$ cat src/smps_pkg.sv
// smps_pkg: shared types, constants and score helpers for the Sankoff min-plus step.
// Depends on nothing; every other file in src uses it through scoped names.
package smps_pkg;

    localparam int MAX_ST     = 4;   // state slots on the ports and in the cost registers
    localparam int NUM_STATES = 4;   // states in use, 2..4
    localparam int SCORE_BITS = 16;  // internal score width, 8..32
    localparam int FIELD_BITS = 16;  // port width of every score field
    localparam int COST_BITS  = 16;  // width of one cost entry inside a column
    localparam int COL_BITS   = MAX_ST * COST_BITS;
    localparam int CFG_IDX_BITS = 8;

    typedef logic [SCORE_BITS-1:0]   t_score;
    typedef logic [FIELD_BITS-1:0]   t_field;
    typedef logic [COL_BITS-1:0]     t_cost_col;
    typedef logic [CFG_IDX_BITS-1:0] t_cfg_idx;
    typedef logic [NUM_STATES-1:0][SCORE_BITS-1:0] t_score_vec;

    // Register map.
    typedef enum logic [CFG_IDX_BITS-1:0] {
        REG_COST_COL_0 = 8'd0,
        REG_COST_COL_1 = 8'd1,
        REG_COST_COL_2 = 8'd2,
        REG_COST_COL_3 = 8'd3
    } t_cfg_reg;

    // Reset costs: 0 on the diagonal, 1 elsewhere.
    localparam t_cost_col COST_RESET [MAX_ST] = '{
        64'h0001_0001_0001_0000,
        64'h0001_0001_0000_0001,
        64'h0001_0000_0001_0001,
        64'h0000_0001_0001_0001
    };

    // Data handed from one cell to the next.
    typedef struct packed {
        t_score_vec child;    // remaining child scores, next one at slot 0
        t_score_vec partial;  // parent partial scores, passed along
        t_score_vec best;     // running minimum per parent state
        logic       last;
    } t_cell;

    // Saturating add, all ones is infinity.
    function automatic t_score sat_add(input t_score a, input t_score b);
        logic [SCORE_BITS:0] s;
        s = {1'b0, a} + {1'b0, b};
        return s[SCORE_BITS] ? {SCORE_BITS{1'b1}} : s[SCORE_BITS-1:0];
    endfunction

    function automatic t_score field_to_score(input t_field f);
        logic [31:0] w;
        w = 32'(f);
        return w[SCORE_BITS-1:0];
    endfunction

    function automatic t_field score_to_field(input t_score s);
        logic [31:0] w;
        w = 32'(s);
        return w[FIELD_BITS-1:0];
    endfunction

    // Cost from child state h, taken from one column.
    function automatic t_score cost_entry(input t_cost_col col, input int h);
        logic [31:0] w;
        w = 32'(col[h*COST_BITS +: COST_BITS]);
        return w[SCORE_BITS-1:0];
    endfunction

endpackage

$ cat src/smps_cell.sv
// smps_cell: one cell of the min-plus chain; folds one child state into all running minima.
// Depends on smps_pkg.
module smps_cell (
    input  logic               i_clk,
    input  logic               i_rst_n,
    input  logic               i_valid,
    output logic               o_ready,
    input  smps_pkg::t_cell    i_data,
    input  smps_pkg::t_score_vec i_cost,   // cost from this cell's child state to each parent
    output logic               o_valid,
    input  logic               i_ready,
    output smps_pkg::t_cell    o_data
);

    logic            r_valid;
    smps_pkg::t_cell r_data;
    smps_pkg::t_cell n_data;

    assign o_ready = !r_valid || i_ready;

    always_comb begin
        smps_pkg::t_score t;
        n_data = i_data;
        for (int j = 0; j < smps_pkg::NUM_STATES; j++) begin
            t = smps_pkg::sat_add(i_data.child[0], i_cost[j]);
            n_data.best[j] = (t < i_data.best[j]) ? t : i_data.best[j];
        end
        // shift the child scores so the next cell sees its own at slot 0
        for (int h = 0; h < smps_pkg::NUM_STATES - 1; h++) begin
            n_data.child[h] = i_data.child[h+1];
        end
        n_data.child[smps_pkg::NUM_STATES-1] = '0;
    end

    always_ff @(posedge i_clk) begin
        if (!i_rst_n) begin
            r_valid <= 1'b0;
        end else if (o_ready) begin
            r_valid <= i_valid;
        end
    end

    always_ff @(posedge i_clk) begin
        if (o_ready && i_valid) begin
            r_data <= n_data;
        end
    end

    assign o_valid = r_valid;
    assign o_data  = r_data;

endmodule

$ cat src/smps_out.sv
// smps_out: output stage; adds the partial scores to the minima and holds the result.
// Depends on smps_pkg.
module smps_out (
    input  logic            i_clk,
    input  logic            i_rst_n,
    input  logic            i_valid,
    output logic            o_ready,
    input  smps_pkg::t_cell i_data,
    output logic            o_valid,
    input  logic            i_stall,
    output smps_pkg::t_field o_score [smps_pkg::MAX_ST],
    output logic            o_last
);

    logic             r_valid;
    smps_pkg::t_field r_score [smps_pkg::MAX_ST];
    smps_pkg::t_field n_score [smps_pkg::MAX_ST];
    logic             r_last;

    assign o_ready = !r_valid || !i_stall;

    for (genvar j = 0; j < smps_pkg::MAX_ST; j++) begin : g_sum
        if (j < smps_pkg::NUM_STATES) begin : g_used
            assign n_score[j] = smps_pkg::score_to_field(
                smps_pkg::sat_add(i_data.partial[j], i_data.best[j]));
        end else begin : g_unused
            assign n_score[j] = '0;
        end
    end

    always_ff @(posedge i_clk) begin
        if (!i_rst_n) begin
            r_valid <= 1'b0;
        end else if (o_ready) begin
            r_valid <= i_valid;
        end
    end

    always_ff @(posedge i_clk) begin
        if (o_ready && i_valid) begin
            r_score <= n_score;
            r_last  <= i_data.last;
        end
    end

    assign o_valid = r_valid;
    assign o_score = r_score;
    assign o_last  = r_last;

endmodule

$ cat src/sankoff_min_plus_step.sv
// Sankoff min-plus step: new_j = partial_j + min_h(child_h + cost(h,j)), saturating.
// One register stage per child state, then the output add.
// Throughput one site per cycle while i_stall is low; every stage has its own valid.
// Synchronous active-low reset empties the chain and reloads the default costs
// (0 on the diagonal, 1 elsewhere). Config writes are always ready.
module sankoff_min_plus_step (
    input  logic                  i_clk,
    input  logic                  i_rst_n,
    // input channel
    input  logic                  i_valid,
    output logic                  o_stall,
    input  logic [15:0]           i_child_score_0,
    input  logic [15:0]           i_child_score_1,
    input  logic [15:0]           i_child_score_2,
    input  logic [15:0]           i_child_score_3,
    input  logic [15:0]           i_partial_score_0,
    input  logic [15:0]           i_partial_score_1,
    input  logic [15:0]           i_partial_score_2,
    input  logic [15:0]           i_partial_score_3,
    input  logic                  i_site_last,
    // result channel
    output logic                  o_valid,
    input  logic                  i_stall,
    output logic [15:0]           o_new_score_0,
    output logic [15:0]           o_new_score_1,
    output logic [15:0]           o_new_score_2,
    output logic [15:0]           o_new_score_3,
    output logic                  o_site_last_out,
    // config write channel
    input  logic                  i_cfg_valid,
    output logic                  o_cfg_ready,
    input  smps_pkg::t_cfg_idx    i_cfg_index,
    input  smps_pkg::t_cost_col   i_cfg_data
);

    localparam int N = smps_pkg::NUM_STATES;

    // Cost columns, one per parent state.
    smps_pkg::t_cost_col r_cost [smps_pkg::MAX_ST];

    always_ff @(posedge i_clk) begin
        if (!i_rst_n) begin
            r_cost <= smps_pkg::COST_RESET;
        end else if (i_cfg_valid && o_cfg_ready) begin
            case (i_cfg_index)
                smps_pkg::REG_COST_COL_0: r_cost[0] <= i_cfg_data;
                smps_pkg::REG_COST_COL_1: r_cost[1] <= i_cfg_data;
                smps_pkg::REG_COST_COL_2: r_cost[2] <= i_cfg_data;
                smps_pkg::REG_COST_COL_3: r_cost[3] <= i_cfg_data;
                default: ; // writes beyond the map are dropped
            endcase
        end
    end

    assign o_cfg_ready = 1'b1;

    // Collect the per-state ports into arrays.
    smps_pkg::t_field w_child_in   [smps_pkg::MAX_ST];
    smps_pkg::t_field w_partial_in [smps_pkg::MAX_ST];
    smps_pkg::t_field w_score_out  [smps_pkg::MAX_ST];

    assign w_child_in[0]   = i_child_score_0;
    assign w_child_in[1]   = i_child_score_1;
    assign w_child_in[2]   = i_child_score_2;
    assign w_child_in[3]   = i_child_score_3;
    assign w_partial_in[0] = i_partial_score_0;
    assign w_partial_in[1] = i_partial_score_1;
    assign w_partial_in[2] = i_partial_score_2;
    assign w_partial_in[3] = i_partial_score_3;

    // Chain links: index k feeds cell k; index N feeds the output stage.
    logic            w_valid [N+1];
    logic            w_ready [N+1];
    smps_pkg::t_cell w_data  [N+1];

    // Head of the chain: scores masked to score width, minima start at infinity.
    for (genvar h = 0; h < N; h++) begin : g_head
        assign w_data[0].child[h]   = smps_pkg::field_to_score(w_child_in[h]);
        assign w_data[0].partial[h] = smps_pkg::field_to_score(w_partial_in[h]);
        assign w_data[0].best[h]    = {smps_pkg::SCORE_BITS{1'b1}};
    end
    assign w_data[0].last = i_site_last;
    assign w_valid[0]     = i_valid;
    assign o_stall        = !w_ready[0];

    // Cell k handles child state k against every parent column.
    for (genvar k = 0; k < N; k++) begin : g_cell
        smps_pkg::t_score_vec w_cost_row;
        for (genvar j = 0; j < N; j++) begin : g_row
            assign w_cost_row[j] = smps_pkg::cost_entry(r_cost[j], k);
        end

        smps_cell u_cell (
            .i_clk   (i_clk),
            .i_rst_n (i_rst_n),
            .i_valid (w_valid[k]),
            .o_ready (w_ready[k]),
            .i_data  (w_data[k]),
            .i_cost  (w_cost_row),
            .o_valid (w_valid[k+1]),
            .i_ready (w_ready[k+1]),
            .o_data  (w_data[k+1])
        );
    end

    smps_out u_out (
        .i_clk   (i_clk),
        .i_rst_n (i_rst_n),
        .i_valid (w_valid[N]),
        .o_ready (w_ready[N]),
        .i_data  (w_data[N]),
        .o_valid (o_valid),
        .i_stall (i_stall),
        .o_score (w_score_out),
        .o_last  (o_site_last_out)
    );

    assign o_new_score_0 = w_score_out[0];
    assign o_new_score_1 = w_score_out[1];
    assign o_new_score_2 = w_score_out[2];
    assign o_new_score_3 = w_score_out[3];

`ifndef SYNTHESIS
    // An idle or draining output never backs up into the input.
    a_no_stall_when_out_empty: assert property (@(posedge i_clk) disable iff (!i_rst_n)
        !o_valid |-> !o_stall)
        else $error("input stalled while output register empty");

    a_no_stall_when_out_taken: assert property (@(posedge i_clk) disable iff (!i_rst_n)
        !i_stall |-> !o_stall)
        else $error("input stalled while result side is taking");

    // An item in the last cell that cannot move stays put.
    a_last_cell_holds: assert property (@(posedge i_clk) disable iff (!i_rst_n)
        (w_valid[N] && !w_ready[N]) |=> w_valid[N])
        else $error("item lost from last cell under back-pressure");
`endif

endmodule
$ cat config.mk
export PLATFORM = sky130hd
export DESIGN_NAME = sankoff_min_plus_step
export DESIGN_NICKNAME = d
export VERILOG_FILES = /design/src/smps_pkg.sv /design/src/smps_cell.sv /design/src/smps_out.sv /design/src/sankoff_min_plus_step.sv
export SDC_FILE = /design/constraint.sdc
export NUM_CORES = 2
export LEC_CHECK = 0
export BUFFER_PORTS_ARGS = -buffer_cell sky130_fd_sc_hd__buf_2
export CAP_MARGIN = 20
export CORE_MARGIN = 2
export CORE_UTILIZATION = 28
export DETAILED_ROUTE_END_ITERATION = 7
export HOLD_SLACK_MARGIN = 0.15
export MAX_ROUTING_LAYER = met4
export PLACE_DENSITY_LB_ADDON = 0.15
export SYNTH_ARGS = -nofsm -noshare
export SYNTH_HDL_FRONTEND = slang
export SYNTH_SLANG_ARGS = --single-unit
$ cat constraint.sdc
create_clock -name i_clk -period 18.15 [get_ports i_clk]
set_clock_uncertainty 0.1 [all_clocks]
set_input_delay 0.9075 -clock i_clk [delete_from_list [all_inputs] [get_ports i_clk]]
set_output_delay 0.9075 -clock i_clk [all_outputs]
set_load 0.005 [all_outputs]
==> results_dict.tcl <==
set metrics [dict create \
    clk_pin_slew_worst_paths_ns 0.06 \
    fp.coreArea_mm2 0.186 \
    peakVddDrop_mv 0.0731 \
    total_power_w 0.00522 \
    cp-end-kind "flop" \
    wl_met2_um 76300 \
    drc_errors 0 \
    multi_input_area_mm2 0.0254 \
    fin_cells 7822 \
    synth.distinct_cells 93 \
    pwr-share-comb 0.078 \
    grt_pass1_vias 36800 \
    syn-cell-area_mm2 0.0525 \
    reg2reg_from "g_cell[0].u_cell.o_data[129]" \
    start_util 0.282 \
    die_height_um 437 \
    cts_tree "done" \
    fin_setup_tns_ns 0 \
    drive_gt1_frac 0.138 \
    critPathMaxFanout 16 \
    ios 274 \
    setup.worst_path.start "g_cell[0].u_cell.o_data[129]" \
    startpoint_type "flop" \
    crit_end "g_cell[1].u_cell.o_data[29]" \
    dpl.cell_count 7575 \
    fin_util 0.328 \
    relSlewSlack 0.214 \
    synthFlopType "edfxtp_1" \
    yosysWarningCount 0 \
    p_sw_w 0.00127 \
    antenna_found_initial 15 \
    period_needed_ns 5.84 \
    cp.arrival_ns 6.23 \
    wl_met1_um 74500 \
    viasPerCell 4.77 \
    clock_latency_ns 0.78 \
    port_buffers 272 \
    grt_pass1_wl_um 238000 \
    drtIter0Drc 2329 \
    reg2reg_slack_ns 12.31 \
    cts_root_buffer "clkbuf_16" \
    cts_max_level 3 \
    vias 37300 \
    firstDrtPassIters 7 \
    fmax_mhz 171 \
    synth_edf_count 677 \
    wl_met3_um 5600 \
    die_x_um 437 \
    track_usage 0.170 \
    ys_seq_elements 938 \
    top_layer_used "met4" \
    fin_crit_sh 0.322 \
    antenna_left 0 \
    cts_buffer_depth 3 \
    gp_congestion 0.868 \
    grt_max_degree 132 \
    rows 158 \
    clock_sinks 938 \
    finalMaxSlewViolations 0 \
    seq_area_frac_synth 0.487 \
    clockPowerShare 0.459 \
    worst_r2r_path_depth 17 \
    hp-class "input port to flop" \
    p_leak_nw 24.3 \
    status "finished clean" \
    nNetsFinal 5963 \
    holdCritStartpoint "i_child_score_1[15]" \
    rsz0062_at_grt "false" \
    synth_nets 5645 \
    worstSetupPathType "flop to flop" \
    drt_wl_total_um 161000 \
    avgSynthCellArea_um2 10.7 \
    final-seq-area_mm2 0.0256 \
    netlist_instances 4919 \
    setup_ws_ns 12.31 \
    fill_cells 18900 \
    die_area_mm2 0.191 \
    drv_cap 0 \
    setup_violations 0 \
    tightestPinTransition_ns 1.18 \
    swShare 0.243 \
    place_hpwl_um 121000 \
    p_seq_frac 0.463 \
    critPathRequiredTime_ns 18.54 \
    pre_cts_ws_ns 12.25 \
    cts_inserted_buffers 113 \
    hold_viol 0 \
    synthToLayoutAreaGrowth_pct 16.0 \
    async_reset_ff_frac 0 \
    internal_power_w 0.00396 \
    wl_per_cell_um 20.6 \
    grt_overflow 0 \
    power_density_mw_per_mm2 85.8 \
    worst_r2r_endpoint "g_cell[1].u_cell.o_data[29]" \
]
sequential cells by signal, summed over array words and instances, names as in the netlist:
name and count:
g_cell.w_cost_row 256, g_cell.u_cell.o_valid 4, g_cell.u_cell.o_data 612, u_out.o_valid 1
u_out.o_score 64, u_out.o_last 1
stage by stage:
| step | hold slack (ns) | area [um2] |
|---|---|---|
| floorplan | 0.300 | 52500 |
| global placement | 0.301 | 56700 |
| detailed placement | 0.305 | 56700 |
| CTS | 0.150 | 60900 |
| global route | 0.170 | 60900 |
| finish | 0.220 | 60900 |
worst max-delay path, stage by stage, from the launching register on:
cell	delay (ns)
edfxtp_1	0.49
ha_1	0.29
fa_1	0.42
a211oi_1	0.25
nor2_1	0.12
o41ai_2	0.31
a21oi_1	0.21
a311oi_2	0.84
o21ai_0	0.31
ha_1	0.37
a21o_1	0.18
a21o_1	0.17
a21oi_1	0.15
o21ai_0	0.10
a21oi_1	0.20
nand3_1	0.15
o21ai_4	0.50
mux2_2	0.41
power by group through the flow:
| stage | registers (W) | logic [W] | clock network (W) |
|---|---|---|---|
| global route | 0.00242 | 0.000453 | 0.00256 |
| detailed placement | 0.00246 | 0.000405 | 0 |
| global placement | 0.00246 | 0.000403 | 0 |
| floorplan | 0.00244 | 0.000266 | 0 |
| CTS | 0.00242 | 0.000413 | 0.00248 |
| finish | 0.00242 | 0.000407 | 0.00240 |
cell type report:
cell class              count  area share
repair buffers            327      0.0306
inverters                 270      0.0166
multi-input cells        3587       0.417
well taps                2480      0.0510
flip-flops and latches    938       0.420
clock inverters            67      0.0139
clock buffers             148      0.0508
diodes                      5    0.000206
how the worst min path moves through the flow:
stage / endpoint / slack [ns] / depth (start not counted)
after floorplan: g_cell[1].u_cell.o_data[0] / 0.30 / 0
after CTS: g_cell[0].u_cell.o_data[83] / 0.15 / 1
after global routing: g_cell[0].u_cell.o_data[97] / 0.17 / 1
after detailed placement: g_cell[1].u_cell.o_data[101] / 0.30 / 0
after global placement: g_cell[1].u_cell.o_data[101] / 0.30 / 0
final: g_cell[0].u_cell.o_data[144] / 0.22 / 1
cells in the mapped netlist, drive strengths merged (78+ instances only):
master  instances  area, um2
a21oi         209       1080
a21boi        250       1880
inv           270       1010
nand2         824       3090
ha            500       6260
xor2           94        823
edfxtp        677      20300
dfxtp         261       5230
a21o          112        841
nand2b         78        488
mux2          191       2230
o21ai         225       1140
nor2          244        916
xnor2          82        718
cell families (layout without fill, tap and decap cells):
logic type | count (synthesis) | after routing | synth area share
AO/OA/AOI/OAI | 1163 | 1163 | 0.152
AND/OR/NAND/NOR | 1520 | 1520 | 0.128
other | 1 | 6 | 0.0000715
flip-flops | 938 | 938 | 0.487
adder cells (fa/ha/maj) | 520 | 520 | 0.127
buffers and inverters | 394 | 812 | 0.0304
multiplexers | 207 | 207 | 0.0455
XOR/XNOR | 176 | 176 | 0.0294
repair_timing:
item	4_1_cts	5_1_grt
resized for setup	0	0
hold buffers	27	0
endpoints found under the hold margin	27	0
setup buffers	0	0
layout by cell type, fill, tap and decap left out, types with 28 or more instances in the layout:
master,instances
a211oi_1,67
a21boi_0,239
a21o_1,112
a21oi_1,201
a31oi_1,32
and3_1,28
buf_2,271
clkbuf_16,114
dfxtp_1,261
edfxtp_1,677
ha_1,500
inv_1,270
mux2_2,167
nand2_1,823
nand2b_1,77
nand3_1,76
nand4_1,46
nor2_1,243
nor2b_1,46
nor3_1,73
o21a_1,72
o21ai_0,218
o21bai_1,28
xnor2_1,82
xor2_1,94
metal layers:
layer / vias up / track usage
met4: 0 / 0.0476
met1: 17800 / 0.221
met3: 238 / 0.0226
li1: 18500 / -
met5: - / -
met2: 718 / 0.277
Note: power is estimated with default switching activity, not from simulation.
